[src/hdl/ewh_div.sv]
`timescale 1ns / 1ps

// Restoring divider that produces one quotient bit per cycle. The caller
// guarantees that the quotient fits in Q_W bits.
module ewh_div #(
  parameter int NUM_W = 39,
  parameter int DEN_W = 32,
  parameter int Q_W   = 7
) (
  input  logic             clk,
  input  logic             rst_n,
  input  logic             start,
  input  logic [NUM_W-1:0] num,
  input  logic [DEN_W-1:0] den,
  output logic             done,
  output logic [Q_W-1:0]   quo
);

  localparam int SW = (Q_W > 1) ? $clog2(Q_W) : 1;

  logic [NUM_W-1:0] rem_r;
  logic [NUM_W-1:0] rem_nxt;
  logic [Q_W-1:0]   quo_r;
  logic [Q_W-1:0]   quo_nxt;
  logic [SW-1:0]    step_r;
  logic             busy_r;
  logic             done_r;
  logic [NUM_W-1:0] trial;

  // Shifted divisor for the current quotient bit.
  assign trial = NUM_W'(den) << step_r;

  // One trial subtraction.
  always_comb begin
    rem_nxt = rem_r;
    quo_nxt = quo_r;
    if (rem_r >= trial) begin
      rem_nxt = rem_r - trial;
      quo_nxt = quo_r | (Q_W'(1) << step_r);
    end
  end

  // Control state.
  always_ff @(posedge clk) begin
    if (!rst_n) begin
      busy_r <= 1'b0;
      done_r <= 1'b0;
      step_r <= '0;
    end else begin
      done_r <= 1'b0;
      if (start) begin
        busy_r <= 1'b1;
        step_r <= SW'(Q_W - 1);
      end else if (busy_r) begin
        if (step_r == '0) begin
          busy_r <= 1'b0;
          done_r <= 1'b1;
        end else begin
          step_r <= step_r - 1'b1;
        end
      end
    end
  end

  // Remainder and quotient.
  always_ff @(posedge clk) begin
    if (start) begin
      rem_r <= num;
      quo_r <= '0;
    end else if (busy_r) begin
      rem_r <= rem_nxt;
      quo_r <= quo_nxt;
    end
  end

  assign done = done_r;
  assign quo  = quo_r;

endmodule

[config.mk]
export PLATFORM = sky130hd
export DESIGN_NAME = ewh_div
export DESIGN_NICKNAME = d
export VERILOG_FILES = /design/src/hdl/ewh_div.sv
export SDC_FILE = /design/constraint.sdc
export NUM_CORES = 1
export LEC_CHECK = 0
export BUFFER_PORTS_ARGS = -buffer_cell sky130_fd_sc_hd__buf_4
export CORE_MARGIN = 5
export CORE_UTILIZATION = 57
export CTS_CLUSTER_SIZE = 25
export DETAILED_ROUTE_END_ITERATION = 12
export PLACE_DENSITY = 0.83
export RECOVER_POWER = 50
export SLEW_MARGIN = 0
export SYNTH_ARGS = -nofsm -noshare
export SYNTH_HDL_FRONTEND = slang
export SYNTH_SLANG_ARGS = --single-unit
[constraint.sdc]
create_clock -name clk -period 5.59 [get_ports clk]
set_clock_uncertainty 0.1 [all_clocks]
set_input_delay 0.559 -clock clk [delete_from_list [all_inputs] [get_ports clk]]
set_output_delay 0.559 -clock clk [all_outputs]
set_load 0.03 [all_outputs]
==> out/metrics.csv, run 1 <==
metric,value,unit
Synth Flop Type,edfxtp_1,
Via density,6.21,
Fmax,213,MHz
Post-synth EDFFs,39,
vias in the first global route,4725,
Cell Count Post-Placement,782,
Cell variety after synth,68,
Synth Instances,602,
clock share of power,0.095,
final setup violation count,0,
Max-cap violations,0,
post-synth top area share,0.216,
CTS tree,yes,
DR pass1 iterations,5,
Die X,108,µm
Cell Pwr Density,412,mW/mm²
Sw Share,0.463,
Total Routing Usage GR,0.243,
Lkg Pwr,0.00247,µW
Max clock buf depth,2,
Crit Path Category,register to register,
# rows,35,
worst hold slack,0.352,ns
startpoint types,register,
Syn-to-layout area delta,12.5,%
area of the die,0.0116,mm²
initial antenna violation count,0,
PortBufs,81,
Core Region,0.00928,mm²
Initial Util,0.585,
Post-Syn Area,0.00543,mm²
RSZ-0062 raised after global routing,no,
CP top delay family,compound AO/OA/AOI/OAI gates,
HPWL Detailed,11200,µm
post-synthesis sequential area ratio,0.260,
Area contributors post-synth,"edfxtp_1 22%, ha_1 9.7%, mux4_2 8.7%, mux2i_1 6.6%, nand2_1 5.0%",
VDD IR max,0.209,mV
status,finished clean,
worst skew pair latency,0.31,ns
synth warn,0,
Post-Route WL,14100,µm
DRC,0,
Post-CTS Hold Buffers,0,
Final #Nets,777,
max incr delay on CP,0.78,ns
synth cell count leaders,"73 x nand2_1, 54 x a21oi_1, 53 x o21ai_0",
"count leader, synth",nand2_1,
PostCTS Resize Cnt,0,
Setup Buffers After CTS,0,
Critical Path Most Common Cell,mux2i_1,
Comb power frac,0.656,
post-route ant nets,0,
routed length per instance,17.8,µm
final core utilization,0.658,
cell with the largest stage delay on the worst path,dfxtp_1,
Area after DPL,0.00610,mm²
internal power,1350,µW
clk slew on worst S/H paths,0.11,ns
H-tree Lvls,2,
CTS sink cnt,51,
Finished Cell Area,0.00611,mm²
share of cells above drive strength 1,0.195,
worst slew pin tran,0.817,ns
max_slew headroom,0.455,
Syn Area/Cell,9.03,µm²
CP Cell Sequence,"inv_1, mux2i_1, mux2i_1, ha_1, and4_1, o21ai_0, a31oi_1, nor3_1, o31ai_4, a211oi_4, nor3_4, or3_1, buf_4",
Inserted Clock Buffers,5,
TNS Setup,0,ns
CP required,5.49,ns
Final Max Slew Viols,0,
P_sw,1170,µW
pin count of the biggest net entering global routing,92,
first-pass GRT wire length,22700,µm
non-filler instance count after layout,790,
post-synthesis register bit count,51,
asr flop ratio synth,0,
Root Driver,clkbuf_8,
global route overflow,0,
Ports,82,
Critical Path AT,4.60,ns
die height,108,µm
DR iter-0 viols,330,
Synth area leader,edfxtp_1,
via count,4907,
gpl congestion,0.971,
period utilisation layout,0.841,
CP bufs+invs,2,
CP Max Fanout,20,
fin crit period,4.70,ns
Critical Path End Type,register,
antenna cells,0,
Final Hold Fails,0,
Sequential Power Share,0.249,
# fillers,810,
hold crit path type,register to register,
Syn Nets,719,
worst paths after layout:
check / startpoint / end / cells past startpoint / slack (ns)
min: quo[4] / quo[4] / 2 / 0.35
max reg2reg: step_r[1] / rem_r[19] / 13 / 0.89
max: step_r[1] / rem_r[19] / 13 / 0.89
min reg2reg: quo[4] / quo[4] / 2 / 0.35
tightest hold or removal path, cell delays in order, from the launching register on:
cell and delay (ns):
dfxtp_1 0.32, inv_1 0.04, a21oi_1 0.05
through the flow:
step,worst slack (ns),power (µW)
3_5_place_dp,1.11,2290
3_3_place_gp,1.19,2250
2_1_floorplan,0.879,1920
5_1_grt,0.551,2730
6_report,0.889,2520
4_1_cts,1.08,2530
cells in the final DEF, fill, tap and decap left out, types with 3 or more instances in the layout:
| cell type | synthesis | final |
|---|---|---|
| inv_1 | 21 | 21 |
| nor3_1 | 10 | 11 |
| or3_1 | 5 | 5 |
| nand2b_1 | 6 | 6 |
| ha_1 | 42 | 42 |
| nor3b_1 | 3 | 3 |
| nor2b_1 | 8 | 8 |
| nor2_1 | 30 | 31 |
| nor4_1 | 3 | 3 |
| o31ai_1 | 2 | 3 |
| xor2_1 | 18 | 18 |
| nand3_1 | 6 | 6 |
| o21ai_1 | 5 | 5 |
| dfxtp_1 | 12 | 11 |
| nand4_1 | 8 | 8 |
| nand2_1 | 73 | 73 |
| edfxtp_1 | 39 | 39 |
| clkbuf_1 | 25 | 8 |
| o21bai_1 | 4 | 4 |
| a211oi_1 | 7 | 7 |
| buf_4 | 0 | 78 |
| o21ai_0 | 53 | 54 |
| a31oi_1 | 2 | 3 |
| clkbuf_8 | 0 | 5 |
| a21o_1 | 16 | 16 |
| o21a_1 | 6 | 6 |
| mux2i_1 | 36 | 36 |
| xnor2_1 | 18 | 18 |
| mux2_2 | 7 | 7 |
| mux4_2 | 21 | 21 |
| a21oi_2 | 3 | 3 |
| o211ai_1 | 4 | 4 |
| or4_1 | 3 | 3 |
| a21oi_1 | 54 | 54 |
kinds of logic (layout without fill, tap and decap cells):
kind of cell,count (synthesis),after routing,synth area share
muxes,64,64,0.168
buffers and inverters,57,116,0.0410
and+or+nand+nor,166,166,0.146
xor gates and xnor gates,36,36,0.0580
AOI/OAI and AO/OA,185,185,0.227
DFF,51,51,0.260
adders and majority gates,43,43,0.100
routing by layer:
layer | global-route usage | up-vias | share of wire
met2 | 0.408 | 220 | 0.47
li1 | - | 2370 | -
met3 | 0.0390 | 33 | 0.089
met5 | 0 | - | 0
met1 | 0.320 | 2284 | 0.41
met4 | 0.0757 | 0 | 0.025
layout make-up:
cell class,count,area (µm²),share of cell area
multi-input cells,494,3740,0.612
flip-flops and latches,51,1410,0.231
repair buffers,86,616,0.101
well taps,129,161,0.0264
inverters,22,82.6,0.0135
clock buffers,5,68.8,0.0113
clock inverters,3,28.8,0.00471
power by group through the flow:
stage	sequential, µW	clock, µW	combinational, µW
floorplan	612	0	1310
detailed placement	635	0	1650
global placement	634	0	1610
finish	626	240	1650
global route	636	261	1830
CTS	626	242	1660
registers in the layout (all words and copies together), names as in the netlist:
register	count
busy_r	1
done	1
quo	7
rem_r	39
step_r	3
(Power assumes the default switching activity.)
==> run 2, diff against run 1 <==
CORE_UTILIZATION = 53   (was 57)
PLACE_DENSITY = 0.81   (was 0.83)
clock period = 3.8 ns   (was 5.59 ns; I/O delays follow)
==> out/metrics.csv, run 2 (synthesis gave the netlist of run 1 again) <==
metric,value,unit,change
initial antenna violation count,0,,unchanged
Max-cap violations,0,,unchanged
Lkg Pwr,0.00284,µW,was 0.00247 µW
CP Cell Sequence,"buf_12, mux4_2, mux2i_1, ha_1, buf_6, a31o_2, a221oi_2, buf_4, buf_4, a31o_2, nor3_4, or3_4, buf_12",,"was inv_1, mux2i_1, mux2i_1, ha_1, and4_1, o21ai_0, a31oi_1, nor3_1, o31ai_4, a211oi_4, nor3_4, or3_1, buf_4"
PortBufs,81,,unchanged
HPWL Detailed,12000,µm,was 11200 µm
status,"finished, violations left",,was finished clean
# rows,37,,was 35
die height,111,µm,was 108 µm
worst hold slack,0.182,ns,was 0.352 ns
Via density,6.05,,was 6.21
fin crit period,3.87,ns,was 4.70 ns
Crit Path Category,register to register,,unchanged
Core Region,0.0101,mm²,was 0.00928 mm²
worst skew pair latency,0.34,ns,was 0.31 ns
Final #Nets,837,,was 777
Final Worst Setup Slack,-0.0665,ns,was 0.889 ns
violated checks,negative setup slack,,
cell with the largest stage delay on the worst path,mux4_2,,was dfxtp_1
antenna cells,0,,unchanged
Critical Path AT,3.87,ns,was 4.60 ns
Highest Signal Layer,met4,,unchanged
DRC,0,,unchanged
Total Routing Usage GR,0.243,,about the same
Post-CTS Hold Buffers,0,,unchanged
routed length per instance,18.3,µm,was 17.8 µm
post-route ant nets,0,,unchanged
startpoint types,register,,unchanged
Critical Path End Type,register,,unchanged
Max clock buf depth,2,,unchanged
Fmax,259,MHz,was 213 MHz
global route overflow,0,,unchanged
max incr delay on CP,0.53,ns,was 0.78 ns
Syn-to-layout area delta,29.0,%,was 12.5%
"commonest non-fill, non-tap cell in the layout",buf_4,,unchanged
max_slew headroom,0.468,,was 0.455
M1 wire length,6520,µm,was 5830 µm
hold crit path type,primary input to register,,was register to register
Post-Route WL,15700,µm,was 14100 µm
Initial Util,0.536,,was 0.585
WL met3,1190,µm,was 1250 µm
Largest Register,rem_r,,unchanged
CTS tree,yes,,unchanged
period utilisation layout,1.02,,was 0.841
clk slew on worst S/H paths,0.11,ns,about the same
Ports,82,,unchanged
vias in the first global route,4985,,was 4725
# fillers,764,,was 810
first-pass GRT wire length,24500,µm,was 22700 µm
Root Driver,clkbuf_8,,unchanged
Final Hold Fails,0,,unchanged
DR iter-0 viols,332,,was 330
max reg flops,39,,unchanged
Inserted Clock Buffers,5,,unchanged
final setup violation count,39,,was 0
final core utilization,0.692,,was 0.658
CP Max Fanout,20,,unchanged
share of cells above drive strength 1,0.341,,was 0.195
gpl congestion,0.974,,was 0.971
worst slew pin tran,0.798,ns,was 0.817 ns
CP required,3.80,ns,was 5.49 ns
H-tree Lvls,2,,unchanged
Die X,111,µm,was 108 µm
Cell Pwr Density,633,mW/mm²,was 412 mW/mm²
area of the die,0.0124,mm²,was 0.0116 mm²
Final Max Slew Viols,0,,unchanged
VDD IR max,0.429,mV,was 0.209 mV
pin count of the biggest net entering global routing,92,,unchanged
WL met2,7550,µm,was 6670 µm
via count,5187,,was 4907
RSZ-0062 raised after global routing,yes,,was no
CTS sink cnt,51,,unchanged
"commonest non-fill, non-tap cells in the layout","127 x buf_4, 67 x nand2_1, 45 x a21oi_1, 45 x o21ai_0, 39 x edfxtp_1",,"was 78 x buf_4, 73 x nand2_1, 54 x a21oi_1, 54 x o21ai_0, 42 x ha_1"
DR pass1 iterations,6,,was 5
run 2: cell count changes in the layout (fill, tap and decap cells not counted), moves of 5 or more:
cell	delta
o21ai_0	-9
ha_1	-5
a21oi_2	+9
o21ai_2	+6
buf_4	+49
a21oi_1	-9
nand2_2	+6
nand2_1	-6
nor3_1	-5
run 2: metal layers:
| layer | vias to the layer above | GRT usage |
|---|---|---|
| li1 | 2503 | - |
| met5 | - | 0 |
| met1 | 2418 | 0.319 |
| met2 | 228 | 0.401 |
| met4 | 0 | 0.0908 |
| met3 | 38 | 0.0437 |
run 2: area by class of cell:
class                      count  area [µm²]  share of cell area
tap                          136         170              0.0243
clock buffer                   6        93.8              0.0134
timing repair buffer         146        1180               0.169
sequential                    51        1420               0.202
clock inverter                 2        17.5             0.00250
multi-input combinational    494        4050               0.577
inverter                      22        82.6              0.0118
run 2: report_power, final:
part / total (µW) / leakage, µW / switching, µW / internal [µW]
clock: 390 / 0.0000569 / 216 / 174
combinational: 3130 / 0.00229 / 1700 / 1420
sequential: 922 / 0.000491 / 81.6 / 841
total: 4440 / 0.00284 / 2000 / 2440
run 2: metrics by stage:
step	TNS, ns	setup slack [ns]	total power (µW)	std cells	instance area, µm²
CTS	0	0.00147	4150	846	6740
finish	-2.09	-0.0665	4440	857	7010
global route	-6.51	-0.165	4750	857	7010
detailed placement	-4.19	-0.133	3670	835	6530
global placement	-3.03	-0.131	3610	835	6530
floorplan	0	0.00884	2850	602	5470
run 2: worst max-delay path: cells and delay by family, from the launching register on:
| family | cells | cell delay [ns] |
|---|---|---|
| adders and majority gates | 1 | 0.29 |
| buffers and inverters | 5 | 0.73 |
| AOI/OAI and AO/OA | 3 | 0.80 |
| and+or+nand+nor | 2 | 0.49 |
| muxes | 2 | 0.75 |
| DFF | 1 | 0.45 |
run 2: worst paths after layout:
check	from	endpoint	slack [ns]	cells after the start
max	step_r[0]	rem_r[17]	-0.07	13
min	rst_n	step_r[1]	0.18	2
max reg2reg	step_r[0]	rem_r[17]	-0.07	13
min reg2reg	quo[0]	quo[0]	0.35	2
run 2: timing repair:
action / CTS / global route
pin swaps: 6 / 24
gates resized for setup: 13 / 52
buffers inserted: 2 / 9
gates cloned: 1 / 2
setup endpoints to repair: 41 / 60
==> run 3, diff against run 2 <==
ABC_AREA = 1   (was unset)
CORE_UTILIZATION = 54   (was 53)
==> out/metrics.csv, run 3 <==
metric,value,unit,change
status,finished clean,,"was finished, violations left"
TNS Setup,0,ns,was -2.09 ns
Final Max Slew Viols,0,,unchanged
worst slew pin tran,0.644,ns,was 0.798 ns
# fillers,1152,,was 764
Crit Reg-Reg Startpoint,step_r[0],,unchanged
Comb power frac,0.643,,was 0.704
fin crit period,3.52,ns,was 3.87 ns
synth cell count leaders,"470 x nand2_1, 140 x inv_1, 66 x nor2_1",,"was 73 x nand2_1, 54 x a21oi_1, 53 x o21ai_0"
HPWL Detailed,15700,µm,was 12000 µm
Largest Register,rem_r,,unchanged
largest family of logic cells by synthesized area,simple AND/OR/NAND/NOR gates,,was compound AO/OA/AOI/OAI gates
Lkg Pwr,0.00372,µW,was 0.00284 µW
Initial Util,0.546,,was 0.536
max reg flops,39,,unchanged
Syn Nets,1188,,was 719
period utilisation layout,0.925,,was 1.02
Root Driver,clkbuf_16,,was clkbuf_8
via count,6732,,was 5187
Sequential Power Share,0.224,,was 0.208
Post-Synth XOR/XNOR Area,0.0184,,was 0.0580
Cell variety after synth,38,,was 68
pin count of the biggest net entering global routing,65,,was 92
Final #Nets,1259,,was 837
"commonest non-fill, non-tap cells in the layout","476 x nand2_1, 140 x inv_1, 83 x buf_4",,"was 127 x buf_4, 67 x nand2_1, 45 x a21oi_1, 45 x o21ai_0, 39 x edfxtp_1"
Hold Path Cell Cnt,3,,was 2
post-route ant nets,0,,unchanged
post-synthesis register bit count,51,,unchanged
Sw Share,0.498,,was 0.451
"commonest non-fill, non-tap cell in the layout",nand2_1,,was buf_4
area of the die,0.0137,mm²,was 0.0124 mm²
CP required,3.72,ns,was 3.80 ns
WHS Endpoint,rem_r[34],,was step_r[1]
Syn-to-layout area delta,14.2,%,was 29.0%
Core Region,0.0113,mm²,was 0.0101 mm²
Die X,117,µm,was 111 µm
Inserted Clock Buffers,5,,unchanged
routed length per instance,14.9,µm,was 18.3 µm
overall power,3650,µW,was 4440 µW
worst skew pair latency,0.31,ns,was 0.34 ns
Syn Area/Cell,5.77,µm²,was 9.03 µm²
max_slew headroom,0.571,,was 0.468
synth warn,0,,unchanged
Post-synth EDFFs,39,,unchanged
Total Routing Usage GR,0.291,,was 0.243
Synth Area in Adders,0.0882,,was 0.100
post-synthesis sequential area ratio,0.228,,was 0.260
post-synth top area share,0.285,,was 0.216
Crit Path Category,register to register,,unchanged
Fmax,284,MHz,was 259 MHz
DRC,0,,unchanged
vias in the first global route,6325,,was 4985
CTS sink cnt,51,,unchanged
multiplexer share of the synthesized area,0.00486,,was 0.168
CP Max Fanout,25,,was 20
share of cells above drive strength 1,0.106,,was 0.341
CTS tree,yes,,unchanged
Compound-Gate Fraction of Synth Area,0.109,,was 0.227
Post-Route WL,19200,µm,was 15700 µm
Via density,5.23,,was 6.05
"count leader, synth",nand2_1,,unchanged
gpl congestion,0.946,,was 0.974
RSZ-0062 raised after global routing,no,,was yes
Post-Syn Area,0.00618,mm²,was 0.00543 mm²
Synth Flop Type,edfxtp_1,,unchanged
final setup violation count,0,,was 39
asr flop ratio synth,0,,unchanged
Final Hold Fails,0,,unchanged
H-tree Lvls,2,,unchanged
die height,117,µm,was 111 µm
P_sw,1820,µW,was 2000 µW
clk slew on worst S/H paths,0.08,ns,was 0.11 ns
clock share of power,0.133,,was 0.088
Critical Path AT,3.43,ns,was 3.87 ns
internal power,1830,µW,was 2440 µW
startpoint types,register,,unchanged
# rows,39,,was 37
global route overflow,0,,unchanged
Post-Synth Simple-Gate Area,0.442,,was 0.146
Synth area leader,nand2_1,,was edfxtp_1
Setup Buffers After CTS,0,,was 2
PortBufs,81,,unchanged
r2r worst-path depth,18,,was 13
hold crit path type,primary input to register,,unchanged
RR Endpoint,rem_r[25],,was rem_r[17]
Area contributors post-synth,"nand2_1 29%, edfxtp_1 19%, ha_1 8.5%, inv_1 8.5%, o21ai_0 5.1%",,"was edfxtp_1 22%, ha_1 9.7%, mux4_2 8.7%, mux2i_1 6.6%, nand2_1 5.0%"
Synth Instances,1071,,was 602
reg2reg setup slack,0.28,ns,was -0.07 ns
Post-CTS Hold Buffers,0,,unchanged
DR pass1 iterations,5,,was 6
antenna cells,0,,unchanged
Ports,82,,unchanged
DR iter-0 viols,595,,was 332
Hold Startpoint,num[34],,was rst_n
Critical Path End Type,register,,unchanged
VDD IR max,0.310,mV,was 0.429 mV
Max clock buf depth,2,,unchanged
first-pass GRT wire length,30700,µm,was 24500 µm
initial antenna violation count,0,,unchanged
Max-cap violations,0,,unchanged
Cell Pwr Density,517,mW/mm²,was 633 mW/mm²
[run 3: cell types whose count changed in the layout (fill, tap and decap cells not counted), sizes merged, moves of 21 or more]
| cell | delta |
|---|---|
| buf | -48 |
| inv | +122 |
| mux2i | -33 |
| mux4 | -21 |
| nand2 | +413 |
| nand3 | +60 |
| nor2 | +43 |
[run 3: area by class of cell]
class                           instances  area, µm²  share of cell area
Sequential cell                        51       1410               0.200
Clock inverter                          3       21.3             0.00301
Multi-Input combinational cell        844       4060               0.575
Timing Repair Buffer                   96        721               0.102
Inverter                              144        541              0.0766
Tap cell                              143        179              0.0253
Clock buffer                            5        125              0.0177
[run 3: metal layers]
| layer | share of wire | routed length [µm] | up-vias | track usage |
|---|---|---|---|---|
| met4 | 0.019 | 370 | 0 | 0.0818 |
| met2 | 0.42 | 8050 | 227 | 0.457 |
| met1 | 0.47 | 9060 | 2972 | 0.415 |
| met3 | 0.090 | 1730 | 22 | 0.0483 |
| met5 | 0 | 0 | - | 0 |
| li1 | - | - | 3511 | - |
[run 3: worst max path at each step]
stage	endpoint	start	slack, ns
3_3_place_gp	rem_r[3]	step_r[0]	0.33
6_report	rem_r[25]	step_r[0]	0.28
4_1_cts	rem_r[0]	step_r[0]	0.30
3_5_place_dp	rem_r[2]	step_r[0]	0.33
2_1_floorplan	rem_r[0]	step_r[0]	0.19
5_1_grt	rem_r[38]	step_r[1]	0.02
[run 3: critical path, stage by stage, from the launching register on]
cell	delay (ns)
dfxtp_2	0.37
inv_2	0.30
nand2_1	0.15
o22ai_1	0.31
nand2_1	0.14
ha_1	0.44
nand2_1	0.08
nand2_1	0.08
inv_1	0.04
nand2_1	0.15
nand2_2	0.06
nand2_1	0.14
nand2_1	0.09
nand3_2	0.12
nand2_2	0.07
nand2_4	0.12
nand2_1	0.06
nand2_1	0.18
buf_12	0.20
[run 3: cells by family (layout without fill, tap and decap cells)]
kind of cell / Yosys count / in the layout
fa+ha+maj: 43 / 43
simple gates: 658 / 658
xor+xnor: 13 / 13
buf+inv: 176 / 248
mux: 3 / 3
compound gates: 127 / 127
flops: 51 / 51
[run 3: what timing repair did]
action,CTS,global route
endpoints found under the setup margin,0,33
resized for setup,0,1
endpoints found under the hold margin,0,0
[run 3: power by group through the flow]
| stage | Sequential (µW) | Combinational [µW] | Clock, µW |
|---|---|---|---|
| 6_report | 817 | 2350 | 486 |
| 5_1_grt | 828 | 2650 | 515 |
| 4_1_cts | 818 | 2340 | 498 |
| 3_5_place_dp | 829 | 2330 | 0 |
| 3_3_place_gp | 828 | 2320 | 0 |
| 2_1_floorplan | 818 | 1730 | 0 |
[run 3: through the flow]
step                      hold WS, ns   util  cells  setup WS, ns  instance area, µm²
after global routing            0.236  0.624   1286        0.0218                7060
after global placement          0.339  0.617   1278         0.332                6980
final                           0.232  0.624   1286         0.285                7060
after detailed placement        0.344  0.617   1278         0.333                6980
after CTS                       0.228  0.630   1286         0.305                7130
after floorplan                 0.425      -   1071         0.187                6180
